`src/rtl/assert_macros.svh`:
```
// ----------------------------------------------------------------------------
// assert_macros.svh
// Shared concurrent assertion macros, clocked on i_clk, off during reset.
// ----------------------------------------------------------------------------
`ifndef ASSERT_MACROS_SVH
`define ASSERT_MACROS_SVH

// Same-cycle implication.
`define OLT_ASSERT_IMP(lbl, ante, cons, msg) \
    lbl: assert property (@(posedge i_clk) disable iff (!i_rst_n) (ante) |-> cons) \
        else $error(msg);

// Next-cycle implication; cons may be a sequence.
`define OLT_ASSERT_NXT(lbl, ante, cons, msg) \
    lbl: assert property (@(posedge i_clk) disable iff (!i_rst_n) (ante) |=> cons) \
        else $error(msg);

`endif

```
`src/rtl/olt_pkg.sv`:
```
// ----------------------------------------------------------------------------
// olt_pkg
// Beat types, table entry type and codes for the owned lock table.
// ----------------------------------------------------------------------------
`timescale 1ns / 1ps

package olt_pkg;

    localparam int KIND_W  = 2;
    localparam int LOCK_W  = 6;
    localparam int REQ_W   = 4;
    localparam int STAT_W  = 3;

    // request kinds
    localparam logic [KIND_W-1:0] REQ_CREATE  = 2'd0;
    localparam logic [KIND_W-1:0] REQ_ACQUIRE = 2'd1;
    localparam logic [KIND_W-1:0] REQ_RELEASE = 2'd2;

    // status codes
    localparam logic [STAT_W-1:0] ST_OK        = 3'd0;
    localparam logic [STAT_W-1:0] ST_BUSY      = 3'd1;
    localparam logic [STAT_W-1:0] ST_INVALID   = 3'd2;
    localparam logic [STAT_W-1:0] ST_OWNED     = 3'd3;
    localparam logic [STAT_W-1:0] ST_NOT_OWNER = 3'd4;
    localparam logic [STAT_W-1:0] ST_FULL      = 3'd5;

    typedef struct packed {
        logic [KIND_W-1:0] req_type;
        logic [LOCK_W-1:0] lock_number;
        logic [REQ_W-1:0]  requester;
    } t_req;

    typedef struct packed {
        logic [STAT_W-1:0] status;
        logic [LOCK_W-1:0] granted_number;
    } t_result;

    typedef struct packed {
        logic             held;
        logic [REQ_W-1:0] owner;
    } t_entry;

endpackage

```
`src/rtl/olt_mem.sv`:
```
// ----------------------------------------------------------------------------
// olt_mem
// Lock entry RAM: one write port, one read port, registered read data.
// ----------------------------------------------------------------------------
`timescale 1ns / 1ps

module olt_mem #(
    parameter int DEPTH = 32,
    parameter int AW    = 5
) (
    input  logic            i_clk,
    input  logic [AW-1:0]   i_rd_addr,
    output olt_pkg::t_entry o_rd_data,
    input  logic            i_wr_en,
    input  logic [AW-1:0]   i_wr_addr,
    input  olt_pkg::t_entry i_wr_data
);
    import olt_pkg::*;

    t_entry r_mem [DEPTH];
    t_entry r_rd_data;

    always_ff @(posedge i_clk) begin
        if (i_wr_en) begin
            r_mem[i_wr_addr] <= i_wr_data;
        end
    end

    // read-before-write on a collision; caller forwards
    always_ff @(posedge i_clk) begin
        r_rd_data <= r_mem[i_rd_addr];
    end

    assign o_rd_data = r_rd_data;

endmodule

```
`src/rtl/olt_exec.sv`:
```
// ----------------------------------------------------------------------------
// olt_exec
// Decision stage: checks the entry, builds the write-back, owns next_free
// and the result register.
// ----------------------------------------------------------------------------
`timescale 1ns / 1ps

`include "assert_macros.svh"

module olt_exec #(
    parameter int NUM_LOCKS = 32,
    parameter int IW        = 5
) (
    input  logic             i_clk,
    input  logic             i_rst_n,
    input  logic             i_vld,
    input  olt_pkg::t_req    i_req,
    input  olt_pkg::t_entry  i_entry,
    output logic             o_wr_en,
    output logic [IW-1:0]    o_wr_addr,
    output olt_pkg::t_entry  o_wr_data,
    output logic             o_done,
    output olt_pkg::t_result o_result
);
    import olt_pkg::*;

    localparam int FW = $clog2(NUM_LOCKS + 2);
    localparam int CW = (FW > LOCK_W) ? FW : LOCK_W;

    logic [FW-1:0] r_next_free;
    logic [FW-1:0] n_next_free;
    logic          r_done;
    t_result       r_result;
    t_result       n_result;

    logic [CW-1:0] num_w;
    logic [CW-1:0] nf_w;
    logic [CW-1:0] wr_idx;
    logic          exists;
    logic          own;

    assign num_w  = CW'(i_req.lock_number);
    assign nf_w   = CW'(r_next_free);
    assign exists = (num_w != '0) && (num_w < nf_w) && (num_w <= CW'(NUM_LOCKS));
    assign own    = i_entry.held && (i_entry.owner == i_req.requester);

    always_comb begin
        n_result.status         = ST_INVALID;
        n_result.granted_number = i_req.lock_number;
        n_next_free             = r_next_free;
        o_wr_en                 = 1'b0;
        o_wr_data               = '0;
        wr_idx                  = num_w - CW'(1);
        unique case (i_req.req_type)
            REQ_CREATE: begin
                if (nf_w > CW'(NUM_LOCKS)) begin
                    n_result.status         = ST_FULL;
                    n_result.granted_number = '0;
                end else begin
                    n_result.status         = ST_OK;
                    n_result.granted_number = LOCK_W'(r_next_free);
                    wr_idx                  = nf_w - CW'(1);
                    o_wr_en                 = i_vld;
                    n_next_free             = r_next_free + FW'(1);
                end
            end
            REQ_ACQUIRE: begin
                if (exists) begin
                    if (own) begin
                        n_result.status = ST_OWNED;
                    end else if (i_entry.held) begin
                        n_result.status = ST_BUSY;
                    end else begin
                        n_result.status = ST_OK;
                        o_wr_en         = i_vld;
                        o_wr_data.held  = 1'b1;
                        o_wr_data.owner = i_req.requester;
                    end
                end
            end
            REQ_RELEASE: begin
                if (exists) begin
                    if (own) begin
                        n_result.status = ST_OK;
                        o_wr_en         = i_vld;
                    end else begin
                        n_result.status = ST_NOT_OWNER;
                    end
                end
            end
            default: begin
                n_result.status = ST_INVALID;
            end
        endcase
    end

    assign o_wr_addr = wr_idx[IW-1:0];

    always_ff @(posedge i_clk) begin
        if (!i_rst_n) begin
            r_next_free <= FW'(1);
            r_done      <= 1'b0;
        end else begin
            r_done <= i_vld;
            if (i_vld) begin
                r_next_free <= n_next_free;
            end
        end
    end

    always_ff @(posedge i_clk) begin
        if (i_vld) begin
            r_result <= n_result;
        end
    end

    assign o_done   = r_done;
    assign o_result = r_result;

    `OLT_ASSERT_IMP(a_nf_range, 1'b1,
        (r_next_free != '0) && (CW'(r_next_free) <= CW'(NUM_LOCKS + 1)),
        "next_free out of range")
    `OLT_ASSERT_IMP(a_full_no_wr,
        i_vld && (i_req.req_type == REQ_CREATE) && (nf_w > CW'(NUM_LOCKS)),
        !o_wr_en, "create on a full table wrote an entry")

endmodule

```
`src/rtl/owned_lock_table.sv`:
```
// ----------------------------------------------------------------------------
// owned_lock_table
// Hardware lock table: create, acquire and release owned locks.
// ----------------------------------------------------------------------------
// Usage:
//   Drive i_req (kind, lock number, requester) and pulse start; a beat is
//   taken on every edge where start is high and busy is low. busy stays low:
//   the block takes one beat per cycle, back to back.
//   Each beat gives exactly one result beat on o_result, flagged by o_valid
//   for a single cycle, after passing the stage 0 -> stage 1 registers and
//   the result register in olt_exec. Throughput is one request per cycle;
//   in the read / decide / write-back loop on the entry RAM, a write that
//   collides with the following request's read is forwarded.
//   The receiver has no back-pressure: a result must be captured in the
//   cycle o_valid is high.
//   Reset (i_rst_n low, synchronous) drops the pipeline and sets next_free
//   to 1. The entry RAM is not cleared: create zeroes the entry it hands
//   out, and the entry of an uncreated lock is never used.
// ----------------------------------------------------------------------------
`timescale 1ns / 1ps

`include "assert_macros.svh"

module owned_lock_table #(
    parameter int NUM_LOCKS = 32
) (
    input  logic             i_clk,
    input  logic             i_rst_n,
    input  logic             start,
    output logic             busy,
    input  olt_pkg::t_req    i_req,
    output logic             o_valid,
    output olt_pkg::t_result o_result
);
    import olt_pkg::*;

    localparam int IW = (NUM_LOCKS > 1) ? $clog2(NUM_LOCKS) : 1;
    localparam int FW = $clog2(NUM_LOCKS + 2);
    localparam int CW = (FW > LOCK_W) ? FW : LOCK_W;

    // stage 0 -> stage 1 registers
    logic    r_vld;
    t_req    r_req;
    logic    r_byp;
    t_entry  r_byp_data;

    logic    accept;
    logic [IW-1:0] rd_addr;
    t_entry  rd_data;
    t_entry  entry;

    logic    wr_en;
    logic [IW-1:0] wr_addr;
    t_entry  wr_data;

    // never stalls
    assign busy   = 1'b0;
    assign accept = start && !busy;

    // lock k lives at index k-1
    assign rd_addr = IW'(CW'(i_req.lock_number) - CW'(1));

    always_ff @(posedge i_clk) begin
        if (!i_rst_n) begin
            r_vld <= 1'b0;
        end else begin
            r_vld <= accept;
        end
    end

    // payload and forwarding flag; write in flight hits this read
    always_ff @(posedge i_clk) begin
        r_req      <= i_req;
        r_byp      <= wr_en && (wr_addr == rd_addr);
        r_byp_data <= wr_data;
    end

    assign entry = r_byp ? r_byp_data : rd_data;

    olt_mem #(
        .DEPTH (NUM_LOCKS),
        .AW    (IW)
    ) u_mem (
        .i_clk     (i_clk),
        .i_rd_addr (rd_addr),
        .o_rd_data (rd_data),
        .i_wr_en   (wr_en),
        .i_wr_addr (wr_addr),
        .i_wr_data (wr_data)
    );

    olt_exec #(
        .NUM_LOCKS (NUM_LOCKS),
        .IW        (IW)
    ) u_exec (
        .i_clk     (i_clk),
        .i_rst_n   (i_rst_n),
        .i_vld     (r_vld),
        .i_req     (r_req),
        .i_entry   (entry),
        .o_wr_en   (wr_en),
        .o_wr_addr (wr_addr),
        .o_wr_data (wr_data),
        .o_done    (o_valid),
        .o_result  (o_result)
    );

    `OLT_ASSERT_NXT(a_latency, accept, ##1 o_valid, "result beat missing two cycles after request")
    `OLT_ASSERT_NXT(a_no_spurious, !accept, ##1 !o_valid, "result beat without a request")
    `OLT_ASSERT_IMP(a_status_rng, o_valid, (o_result.status <= ST_FULL), "undefined status code")
    `OLT_ASSERT_IMP(a_wr_only_busy, wr_en, r_vld, "entry written with no request in flight")

endmodule
```
`config.mk`:
```
export PLATFORM = sky130hd
export DESIGN_NAME = owned_lock_table
export DESIGN_NICKNAME = d
export VERILOG_FILES = /design/src/rtl/olt_pkg.sv /design/src/rtl/olt_mem.sv /design/src/rtl/olt_exec.sv /design/src/rtl/owned_lock_table.sv
export VERILOG_INCLUDE_DIRS = /design/src /design/src/rtl
export SDC_FILE = /design/constraint.sdc
export NUM_CORES = 1
export LEC_CHECK = 0
export BUFFER_PORTS_ARGS = -buffer_cell sky130_fd_sc_hd__buf_2
export CAP_MARGIN = 20
export CORE_MARGIN = 4
export CORE_UTILIZATION = 45
export DETAILED_ROUTE_END_ITERATION = 8
export PLACE_DENSITY = 0.69
export SLEW_MARGIN = 25
export SYNTH_ARGS = -nofsm -noshare
export SYNTH_HDL_FRONTEND = slang
export SYNTH_SLANG_ARGS = --single-unit
export TNS_END_PERCENT = 30
```
`constraint.sdc`:
```
create_clock -name i_clk -period 5.83 [get_ports i_clk]
set_input_delay 1.166 -clock i_clk [delete_from_list [all_inputs] [get_ports i_clk]]
set_output_delay 1.166 -clock i_clk [all_outputs]
set_load 0.05 [all_outputs]
```
After elaboration in Yosys (flattened, before gate mapping)
Memory sizes are Yosys's and may differ from the RTL's. A register that Yosys moved wholly into a read port is not among the register bits. Index checks and enable logic that the tools add are counted.

Bits in registers: 35. Bits in latches: 0. RAM bits: 160. ROM bits: 0. Input port bits: 15. Word-level logic and storage cells: 55. Memories: 1.

Add/sub/neg operators: 4. Multiply operators: 0. Div/mod/pow operators: 0. Order comparisons: 3. Equality and inequality tests: 4. Shift operators: 0. Muxes and demuxes: 24. Bitwise gates (word level): 1. Reductions and logical operators: 7.

Memories: u_mem.r_mem (depth 32, bits a word 5, read ports 1, clocked after memory_dff 1, wr ports 1, RTL line olt_mem.sv:20) `t_entry r_mem [DEPTH];`.

Operators with widths (count): 5-bit 2-to-1 mux (7); 5-bit by 1-bit subtractor with 5-bit output (second input constant) (3); 3-bit 2-to-1 mux (4); 1-bit 2-to-1 mux (9); 9-bit 2-to-1 mux (1); 3-bit case mux with 3 select lines (1); 6-bit by 1-bit adder with 6-bit output (second input constant) (1); 6-bit > comparator (second input constant) (1); 6-bit <= comparator (second input constant) (1); 6-bit < comparator (1); 6-bit 2-to-1 mux (1); 6-bit nonzero test (1); 5-bit == test (1); 4-bit == test (1); 1-bit logical AND (4); 1-bit case mux with 3 select lines (1); 3-bit AND reduction (1); 2-bit by 1-bit == test with 1-bit output (second input constant) (1); 2-bit == test (second input constant) (1); 2-bit zero test (1); 1-bit inverter (1).

Depth between registers and ports, before layout
Gate-level depths: netlist of the first run.

Word-level depth: 8. Mapped depth: 11.

Hierarchy
Synthesis of the first run repeated with hierarchy kept, for this count alone.

Cell total of the unflattened synthesis: 452. Area total of the unflattened synthesis: 8121.5 µm².

By module, submodules not included: olt_mem (times used 1, cells an instance 277, area an instance 6344.8 µm²); olt_exec (times used 1, cells an instance 130, area an instance 1162.4 µm²); owned_lock_table (times used 1, cells an instance 45, area an instance 614.3 µm²).

Least setup slack after synthesis of the first run
No wires, ideal clock.

Path type: flip-flop to flip-flop. From: register u_exec.r_next_free[5], in the netlist u_exec.nf_w[5]. To: memory u_mem.r_mem[0][0] (netlist name), data pin. Arrival: 4326 ps. Data required time: 5543 ps. Slack: 1218 ps. Stages on the path, launching flop included: 9. Path buffers: 2. Cells stage by stage: dfxtp_1 clkbuf_1 inv_1 buf_1 ha_1 a21oi_1 o211ai_1 nor4bb_1 and2_1.

RTL lines: start: declaration (RTL line olt_exec.sv:30) `logic [FW-1:0] r_next_free;`; start signal: assignment (RTL line olt_exec.sv:106) `r_next_free <= n_next_free;`; end: declaration (RTL line olt_mem.sv:20).

Worst setup path after layout of the first run
From: register u_exec.r_next_free[0], in the netlist u_exec.nf_w[0]. To: memory u_mem.r_mem[2][2] (netlist name) (enable).

Cells in the longest elaborated chain, start to end: 7.

Ends and longest elaborated chain: 6-bit < comparator (RTL line olt_exec.sv:44) `assign exists = (num_w != '0) && (num_w < nf_w) && (num_w <= CW'(NUM_LOCKS));`; 1-bit logical AND (2 in a row) (RTL line olt_exec.sv:44); 1-bit 2-to-1 mux (on tied branches) (RTL line olt_exec.sv:82, olt_exec.sv:68); 1-bit case mux with 3 select lines (RTL line olt_exec.sv:54) `unique case (i_req.req_type)`; 1-bit 2-to-1 mux (RTL line olt_mem.sv:24) `if (i_wr_en) begin`; 1-bit 2-to-1 mux (implied by the code) (RTL line olt_mem.sv:25) `r_mem[i_wr_addr] <= i_wr_data;`.

Several ways; a longest one is shown, not always the timed one.

==> impl_metrics.json, run 1 <==
{
  "outcome": "finished, final reports clean",
  "synth_edf_count": 169,
  "h-tree-depth": 4,
  "cp-startpoint": "u_exec.nf_w[0]$_SDFFE_PN1N_",
  "place_ws_ps": 1890,
  "start_util_pct": 45.8,
  "clockBufferDepth": 2,
  "power_density_mw_per_mm2": 310,
  "first_pass_iters": 4,
  "rsz0062_at_grt": "false",
  "cts-root-buf": "clkbuf_16",
  "cp.required_ps": 5890,
  "max_freq_mhz": 258,
  "cp_max_fo": 33,
  "fin_setup_tns_ps": 0,
  "cp-end-kind": "flop",
  "clock_latency_ps": 440,
  "cap_violations": 0,
  "port_buffers": 24,
  "yosysTopAreaCell": "edfxtp_1",
  "synth_area_per_cell_um2": 17.3,
  "criticalPathCategory": "flop to flop",
  "syn-num-nets": 528,
  "r2r-end": "u_mem.r_mem[2][2]$_DFFE_PP_",
  "combPwrFrac_pct": 8.4,
  "ys_warn_count": 0,
  "drcViolationCount": 0,
  "diodes": 0,
  "gp_congestion": 0.852,
  "synthArstFlopShare_pct": 0,
  "post-route-period-util_pct": 66.5,
  "seq_power_share_pct": 53.1,
  "yosysMostFrequentCell": "edfxtp_1",
  "grt_pass1_vias": 4523,
  "netlist_top_cells_area": "edfxtp_1, mux4_2, dfxtp_1",
  "dieHeight_um": 146,
  "min_period_ps": 3880,
  "p_clk_share_pct": 38.5,
  "finalSetupViolations": 0,
  "relSlewSlack_pct": 35.5,
  "hold_ws_ps": 618,
  "startpoint_type": "flop",
  "layout.nets": 546,
  "clk_pin_slew_worst_paths_ps": 70,
  "post_cts_resized": 0,
  "synth_seq_cells": 200,
  "final_layout_size_suffix_gt1_share_pct": 25.9,
  "grt_usage_pct": 17.2,
  "hold_class": "flop to flop",
  "postCtsHoldBufs": 0,
  "setup_ws_ps": 1950,
  "num_vias": 4523,
  "ant_nets": 0,
  "cts_sinks": 200,
  "finalMaxSlewViolations": 0,
  "r2r_cells": 8,
  "worstSetupEndpoint": "u_mem.r_mem[2][2]$_DFFE_PP_",
  "cp_data_arrival_time_ps": 3940,
  "dp_hpwl_um": 11800,
  "drt-vias-per-instance": 5.93,
  "synth_cell_type_count": 62,
  "synth.top_cell.area_share_pct": 59.1,
  "grt-ovfl-total": 0,
  "grt_pass1_wl_um": 27700,
  "wl_per_cell_um": 23.2,
  "synth_flop_cell": "edfxtp_1",
  "syn2layout_area_growth_pct": 10.9,
  "drt-initial-drc-count": 400,
  "swShare_pct": 24.5,
  "cts_buffers": 17,
  "synthCells": 498,
  "die_w_um": 146,
  "dpl_cell_area_mm2": 0.00892,
  "rows": 50,
  "hold_viol_final": 0,
  "final.fill_count": 1484,
  "cts_tree": "yes",
  "grt_start_max_net_pins": 47,
  "antenna_found_initial": 0,
  "clock-skew-final_ps": 16.6,
  "die_area_mm2": 0.0214,
  "io_pins": 26,
  "postCtsSetupBuffers": 0,
  "timing.rr.start": "u_exec.nf_w[0]$_SDFFE_PN1N_",
  "drt_wl_total_um": 17700,
  "p_sw_uw": 722,
  "internal-power_mw": 2.23,
  "synth_common_cells": "edfxtp_1, mux4_2, dfxtp_1",
  "p_leak_nw": 2.98,
  "coreArea_mm2": 0.0188,
  "synth_area_mm2": 0.00859,
  "ir_drop_mv": 0.201,
  "final_area_mm2": 0.00953,
  "tightestPinTransition_ps": 958,
  "reg2reg_slack_ps": 1950,
  "yosysSeqAreaShare_pct": 66.3
}
area by class of cell:
cell class	count	area (um2)	area share, %
repair buffers	29	158	1.65
well taps	234	293	3.07
inverters	16	60.1	0.630
clock buffers	18	429	4.50
flip-flops and latches	200	5700	59.8
multi-input cells	252	2740	28.8
clock inverters	14	151	1.59
layer usage:
metal  track usage (%)  part of all wire [%]  vias to the layer above  wire, um
li1                  -                     -                     2017         -
met5                 0                     0                        -         0
met1              23.2                    42                     2315      7390
met3              5.31                   7.7                       26      1350
met2              26.8                    48                      165      8560
met4              5.55                   2.1                        0       365
cell usage in the layout, fill, tap and decap left out, types with 4 or more instances in the layout:
cell type  count
a21oi_1        5
nand2b_1       7
xor2_1         8
mux4_2        50
ha_1          15
nand3_1        6
nand2_1       13
nor3_1        23
o31ai_1        4
inv_1         16
xnor2_1       16
buf_4          5
mux2_2         5
nor2b_1        4
clkbuf_16     17
nor2_1         5
mux2i_1        6
and2_1         7
inv_8          4
edfxtp_1     169
buf_2         24
and2_2         4
o211ai_1       6
dfxtp_1       31
nor3b_1       11
kinds of logic after synthesis:
| kind of cell | synth area share, % |
|---|---|
| flops | 66.3 |
| simple gates | 7.08 |
| mux | 14.5 |
| compound gates | 4.75 |
| buf+inv | 2.53 |
| xor+xnor | 2.65 |
| fa+ha+maj | 2.18 |
| other cells | 0.0437 |
power groups by stage:
stage                     logic [mW]  clock network (mW)  registers (mW)
after floorplan                0.172                   0            1.60
after global placement         0.239                   0            1.60
after detailed placement       0.245                   0            1.60
after CTS                      0.246                1.15            1.57
after global routing           0.267                1.22            1.57
final                          0.249                1.14            1.57
worst min path at each step:
stage                           startpoint                      endpoint  cells past startpoint
5_1_grt        u_exec.nf_w[1]$_SDFFE_PN0N_   u_exec.nf_w[1]$_SDFFE_PN0N_                      2
3_3_place_gp              r_req[9]$_DFF_P_  u_exec.o_result[5]$_DFFE_PP_                      1
3_5_place_dp              r_req[9]$_DFF_P_  u_exec.o_result[5]$_DFFE_PP_                      1
2_1_floorplan             r_req[9]$_DFF_P_  u_exec.o_result[5]$_DFFE_PP_                      1
4_1_cts                   r_req[9]$_DFF_P_  u_exec.o_result[5]$_DFFE_PP_                      1
6_report                  r_req[9]$_DFF_P_  u_exec.o_result[5]$_DFFE_PP_                      1
critical path, stage by stage, from the launching register on:
cell	delay (ps)
dfxtp_1	440
inv_1	300
ha_1	230
or4b_4	570
a21oi_2	560
nand2_1	120
o31a_1	140
buf_4	250
nor4_1	870
stage by stage:
stage / utilization [%] / instances / total power, mW
after floorplan: - / 498 / 1.78
after global placement: 47.5 / 731 / 1.84
after detailed placement: 47.5 / 731 / 1.84
after CTS: 50.6 / 763 / 2.97
after global routing: 50.8 / 763 / 3.05
final: 50.8 / 763 / 2.95
sequential cells by signal, summed over array words and instances, names as in the netlist:
signal	flops
r_byp_data	5
u_exec.o_result	9
r_req	12
r_vld	1
r_byp	1
u_exec.nf_w	6
u_mem.r_mem	160
u_mem.o_rd_data	5
u_exec.o_done	1
Power figures use the tool's default switching activity.
==> run 2: changes to the inputs <==
- PLACE_DENSITY: 0.69 -> 0.71
- clock period: 5.83 -> 3.3 ns (I/O delays scaled with it)
==> impl_metrics.json, run 2 (synthesis gave the netlist of run 1 again) <==
{
  "hold_class": "input pin to flop",
  "fin_util_pct": 52.6,
  "criticalPathCategory": "flop to flop",
  "final_area_mm2": 0.00987,
  "gp_congestion": 0.908,
  "cp-end-kind": "flop",
  "cp_data_arrival_time_ps": 3220,
  "dp.cells": 770,
  "cts_tree": "yes",
  "outcome": "finished, final reports clean",
  "grt-ovfl-total": 0,
  "clockBufferDepth": 2,
  "cts_sinks": 200,
  "tightestPinTransition_ps": 939,
  "instances_no_fill": 802,
  "cp_max_fo": 33,
  "ir_drop_mv": 0.314,
  "port_buffers": 24,
  "largestRegisters": "u_mem.r_mem (160), r_req (12), u_exec.o_result (9)",
  "drcViolationCount": 0,
  "grt_start_max_net_pins": 47,
  "rsz0062_at_grt": "false",
  "cap_violations": 0,
  "clock_latency_ps": 440,
  "grt_pass1_vias": 4821,
  "die_area_mm2": 0.0214,
  "fin_setup_tns_ps": 0,
  "post_cts_resized": 0,
  "grt_pass1_wl_um": 29500,
  "clk_pin_slew_worst_paths_ps": 70,
  "grt_usage_pct": 18.3,
  "p_total_mw": 5.39,
  "p_leak_nw": 3.21,
  "power_density_mw_per_mm2": 546,
  "clock-skew-final_ps": 10.1,
  "final_layout_size_suffix_gt1_share_pct": 30.5,
  "top_register": "u_mem.r_mem",
  "layout_commonest_cell": "edfxtp_1",
  "min_period_ps": 3070,
  "place_ws_ps": 229,
  "layout.nets": 585,
  "postCtsSetupBuffers": 0,
  "cp.required_ps": 3450,
  "setup_ws_ps": 233,
  "syn2layout_area_growth_pct": 14.9,
  "io_pins": 26,
  "postCtsHoldBufs": 0,
  "ant_nets": 0,
  "first_pass_iters": 5,
  "hold_ws_ps": 323,
  "rows": 50,
  "diodes": 0,
  "die_w_um": 146,
  "coreArea_mm2": 0.0188,
  "cts_buffers": 17,
  "max_freq_mhz": 326,
  "post-route-period-util_pct": 92.9,
  "antenna_found_initial": 0,
  "largest_register_ff_count": 160,
  "wl_per_cell_um": 23.3,
  "dpl_cell_area_mm2": 0.00924,
  "num_vias": 4707,
  "dieHeight_um": 146,
  "layout_common_cells": "edfxtp_1, mux4_2, buf_4",
  "hold_viol_final": 0,
  "drt_wl_total_um": 18700,
  "start_util_pct": 45.8,
  "finalMaxSlewViolations": 0,
  "h-tree-depth": 4,
  "drt-initial-drc-count": 349,
  "relSlewSlack_pct": 37.2,
  "startpoint_type": "flop",
  "dp_hpwl_um": 12700,
  "drt-vias-per-instance": 5.87,
  "cts-root-buf": "clkbuf_16",
  "finalSetupViolations": 0
}
run 2: cell count changes in the layout (fill, tap and decap cells not counted), sizes merged:
cell and change:
clkbuf -1, clkinvlp +1, buf +39, bufinv +2, clkinv -2
run 2: cell type report:
class	count	area, um2
Tap cell	234	293
Inverter	16	60.1
Timing Repair Buffer	68	488
Multi-Input combinational cell	252	2710
Fill cell	1492	8900
Clock buffer	17	425
Sequential cell	200	5700
Clock inverter	15	203
run 2: final timing paths:
check | from | endpoint | slack, ps | cells after the start
worst min-delay path | i_req[0] | r_req[0]$_DFF_P_ | 320 | 1
worst max register to register | u_exec.nf_w[2]$_SDFFE_PN0N_ | u_mem.r_mem[18][2]$_DFFE_PP_ | 230 | 9
worst max-delay path | u_exec.nf_w[2]$_SDFFE_PN0N_ | u_mem.r_mem[18][2]$_DFFE_PP_ | 230 | 9
worst min register to register | u_exec.nf_w[1]$_SDFFE_PN0N_ | u_exec.nf_w[1]$_SDFFE_PN0N_ | 600 | 2
run 2: worst max-delay path, cell delays in order, from the launching register on:
cell and delay [ps]:
dfxtp_1 580, inv_1 140, ha_1 320, a211o_1 250, a31oi_1 160, o211ai_1 160
o31a_1 310, buf_4 250, nor4_1 370, buf_4 220
run 2: power by group:
part | switching (mW) | total [mW] | leakage, nW | internal (mW)
registers | 0.0321 | 2.77 | 1.71 | 2.74
clock network | 0.997 | 2.16 | 0.303 | 1.16
logic | 0.254 | 0.454 | 1.19 | 0.200
run 2: routing by layer:
layer	global-route usage [%]	share of wire [%]	vias to the layer above
met5	0	0	-
met2	29.3	50	172
li1	-	-	2091
met3	4.87	6.7	33
met4	8.47	3.6	0
met1	23.6	40	2411
==> run 3: changes to the inputs <==
- CORE_MARGIN: 4 -> not set
- PLACE_DENSITY: 0.71 -> 0.64
==> impl_metrics.json, run 3 (synthesis gave the netlist of run 1 again) <==
{
  "outcome": "finished, final reports clean",
  "grt_util_met1_pct": 26.4,
  "grt_usage_pct": 19.8,
  "layout_common_cells": "edfxtp_1, mux4_2, buf_4",
  "cp_data_arrival_time_ps": 3070,
  "drt-vias-per-instance": 5.65,
  "hold_ws_ps": 333,
  "drt-initial-drc-count": 407,
  "drcViolationCount": 0,
  "cp_top_family": "simple AND/OR/NAND/NOR gates",
  "final_layout_size_suffix_gt1_share_pct": 31.0,
  "power_density_mw_per_mm2": 527,
  "grt_pass1_vias": 4853,
  "final.fill_count": 1511,
  "clockBufferDepth": 2,
  "holdPathEnd": "r_req[10]$_DFF_P_",
  "cp-end-kind": "flop",
  "io_pins": 26,
  "gp_congestion": 0.849,
  "instances_no_fill": 809,
  "top_register": "u_mem.r_mem",
  "top_usage_layer": "met2",
  "cpPeakStageDelay_ps": 740,
  "dp.cells": 777,
  "coreArea_mm2": 0.0187,
  "cp_cell_sequence": "inv_1, ha_1, or4b_4, a21oi_2, a22oi_1, nor3_1",
  "dieHeight_um": 140,
  "finalMaxSlewViolations": 0,
  "criticalPathCategory": "flop to flop",
  "die_area_mm2": 0.0196,
  "cp-startpoint": "u_exec.nf_w[0]$_SDFFE_PN1N_",
  "port_buffers": 24,
  "tightestPinTransition_ps": 889,
  "r2r-end": "u_mem.r_mem[31][2]$_DFFE_PP_",
  "cp_max_fo": 9,
  "holdCritStartpoint": "i_req[10]",
  "r2r_cells": 6,
  "wl_per_cell_um": 22.3,
  "final_area_mm2": 0.00985,
  "largestRegisters": "u_mem.r_mem (160), r_req (12), u_exec.o_result (9)",
  "rows": 50,
  "ant_nets": 0,
  "cts_tree": "yes",
  "cp.required_ps": 3350,
  "reg2reg_slack_ps": 280,
  "largest_register_ff_count": 160,
  "startpoint_type": "flop",
  "grt_pass1_wl_um": 28400,
  "relSlewSlack_pct": 40.7,
  "layout_commonest_cell": "edfxtp_1",
  "post-route-period-util_pct": 91.5,
  "layout.nets": 592,
  "cts_sinks": 200,
  "syn2layout_area_growth_pct": 14.6,
  "cts-root-buf": "clkbuf_16",
  "fin_util_pct": 52.6,
  "first_pass_iters": 6,
  "cts_buffers": 17,
  "post_cts_resized": 0,
  "min_delay_path_depth": 1,
  "min_period_ps": 3020,
  "finalSetupViolations": 0,
  "die_w_um": 140,
  "antenna_found_initial": 0,
  "start_util_pct": 45.9,
  "grt_start_max_net_pins": 47,
  "met2_usage_pct": 33.6,
  "dp_hpwl_um": 12500,
  "clock_latency_ps": 430,
  "ir_drop_mv": 0.322,
  "grt_use_met3_pct": 3.86,
  "grt-ovfl-total": 0,
  "p_leak_nw": 3.20,
  "hold_class": "input pin to flop",
  "timing.rr.start": "u_exec.nf_w[0]$_SDFFE_PN1N_",
  "num_vias": 4574,
  "dpl_cell_area_mm2": 0.00928,
  "diodes": 0,
  "postCtsHoldBufs": 0,
  "rsz0062_at_grt": "false",
  "worst_path_max_delay_cell": "nor3_1",
  "drt_wl_total_um": 18000,
  "path_buf_inv": 1,
  "postCtsSetupBuffers": 0,
  "h-tree-depth": 4,
  "fin_setup_tns_ps": 0,
  "max_freq_mhz": 331,
  "hold_viol_final": 0,
  "clk_pin_slew_worst_paths_ps": 70,
  "cap_violations": 0,
  "clock-skew-final_ps": 10.7
}
## run 3: cell types whose count changed in the layout (fill, tap and decap cells not counted), moves of 2 or more
cell,before,now
buf_4,41,49
bufinv_16,2,0
clkinv_1,0,2
clkinv_2,0,2
## run 3: where the power goes
part	internal (mW)	switching, mW
clock	0.997	0.960
sequential	2.74	0.0206
combinational	0.205	0.263
## run 3: worst max path at each step
stage	slack, ps	cells past startpoint	endpoint
4_1_cts	230	6	u_mem.r_mem[31][2]$_DFFE_PP_
6_report	280	6	u_mem.r_mem[31][2]$_DFFE_PP_
3_5_place_dp	250	6	u_mem.r_mem[31][1]$_DFFE_PP_
5_1_grt	50	6	u_mem.r_mem[31][2]$_DFFE_PP_
2_1_floorplan	30	9	u_mem.o_rd_data[0]$_DFF_P_
3_3_place_gp	460	6	u_mem.r_mem[31][3]$_DFFE_PP_
## run 3: metrics by stage
stage	worst slack, ps	total power, mW
global route	45.7	5.35
CTS	230	5.23
detailed placement	247	3.29
global placement	463	3.28
floorplan	33.4	3.14
finish	282	5.19
## run 3: routing by layer
metal  vias up  routed length (um)
met3        14                 668
met1      2338                7940
met5         -                   0
met2       119                9220
li1       2103                   -
met4         0                 211
## run 3: worst reg2reg max path: stages (launching register included)
cell and delay [ps]:
dfxtp_1 320, inv_1 130, ha_1 190, or4b_4 540
a21oi_2 380, a22oi_1 340, nor3_1 740
## run 3: area by class of cell
cell class / count / area [um2] / area share, %
well taps: 234 / 293 / 2.97
repair buffers: 75 / 528 / 5.36
inverters: 16 / 60.1 / 0.610
clock buffers: 17 / 425 / 4.32
clock inverters: 15 / 139 / 1.41
flip-flops and latches: 200 / 5700 / 57.8
multi-input cells: 252 / 2710 / 27.5
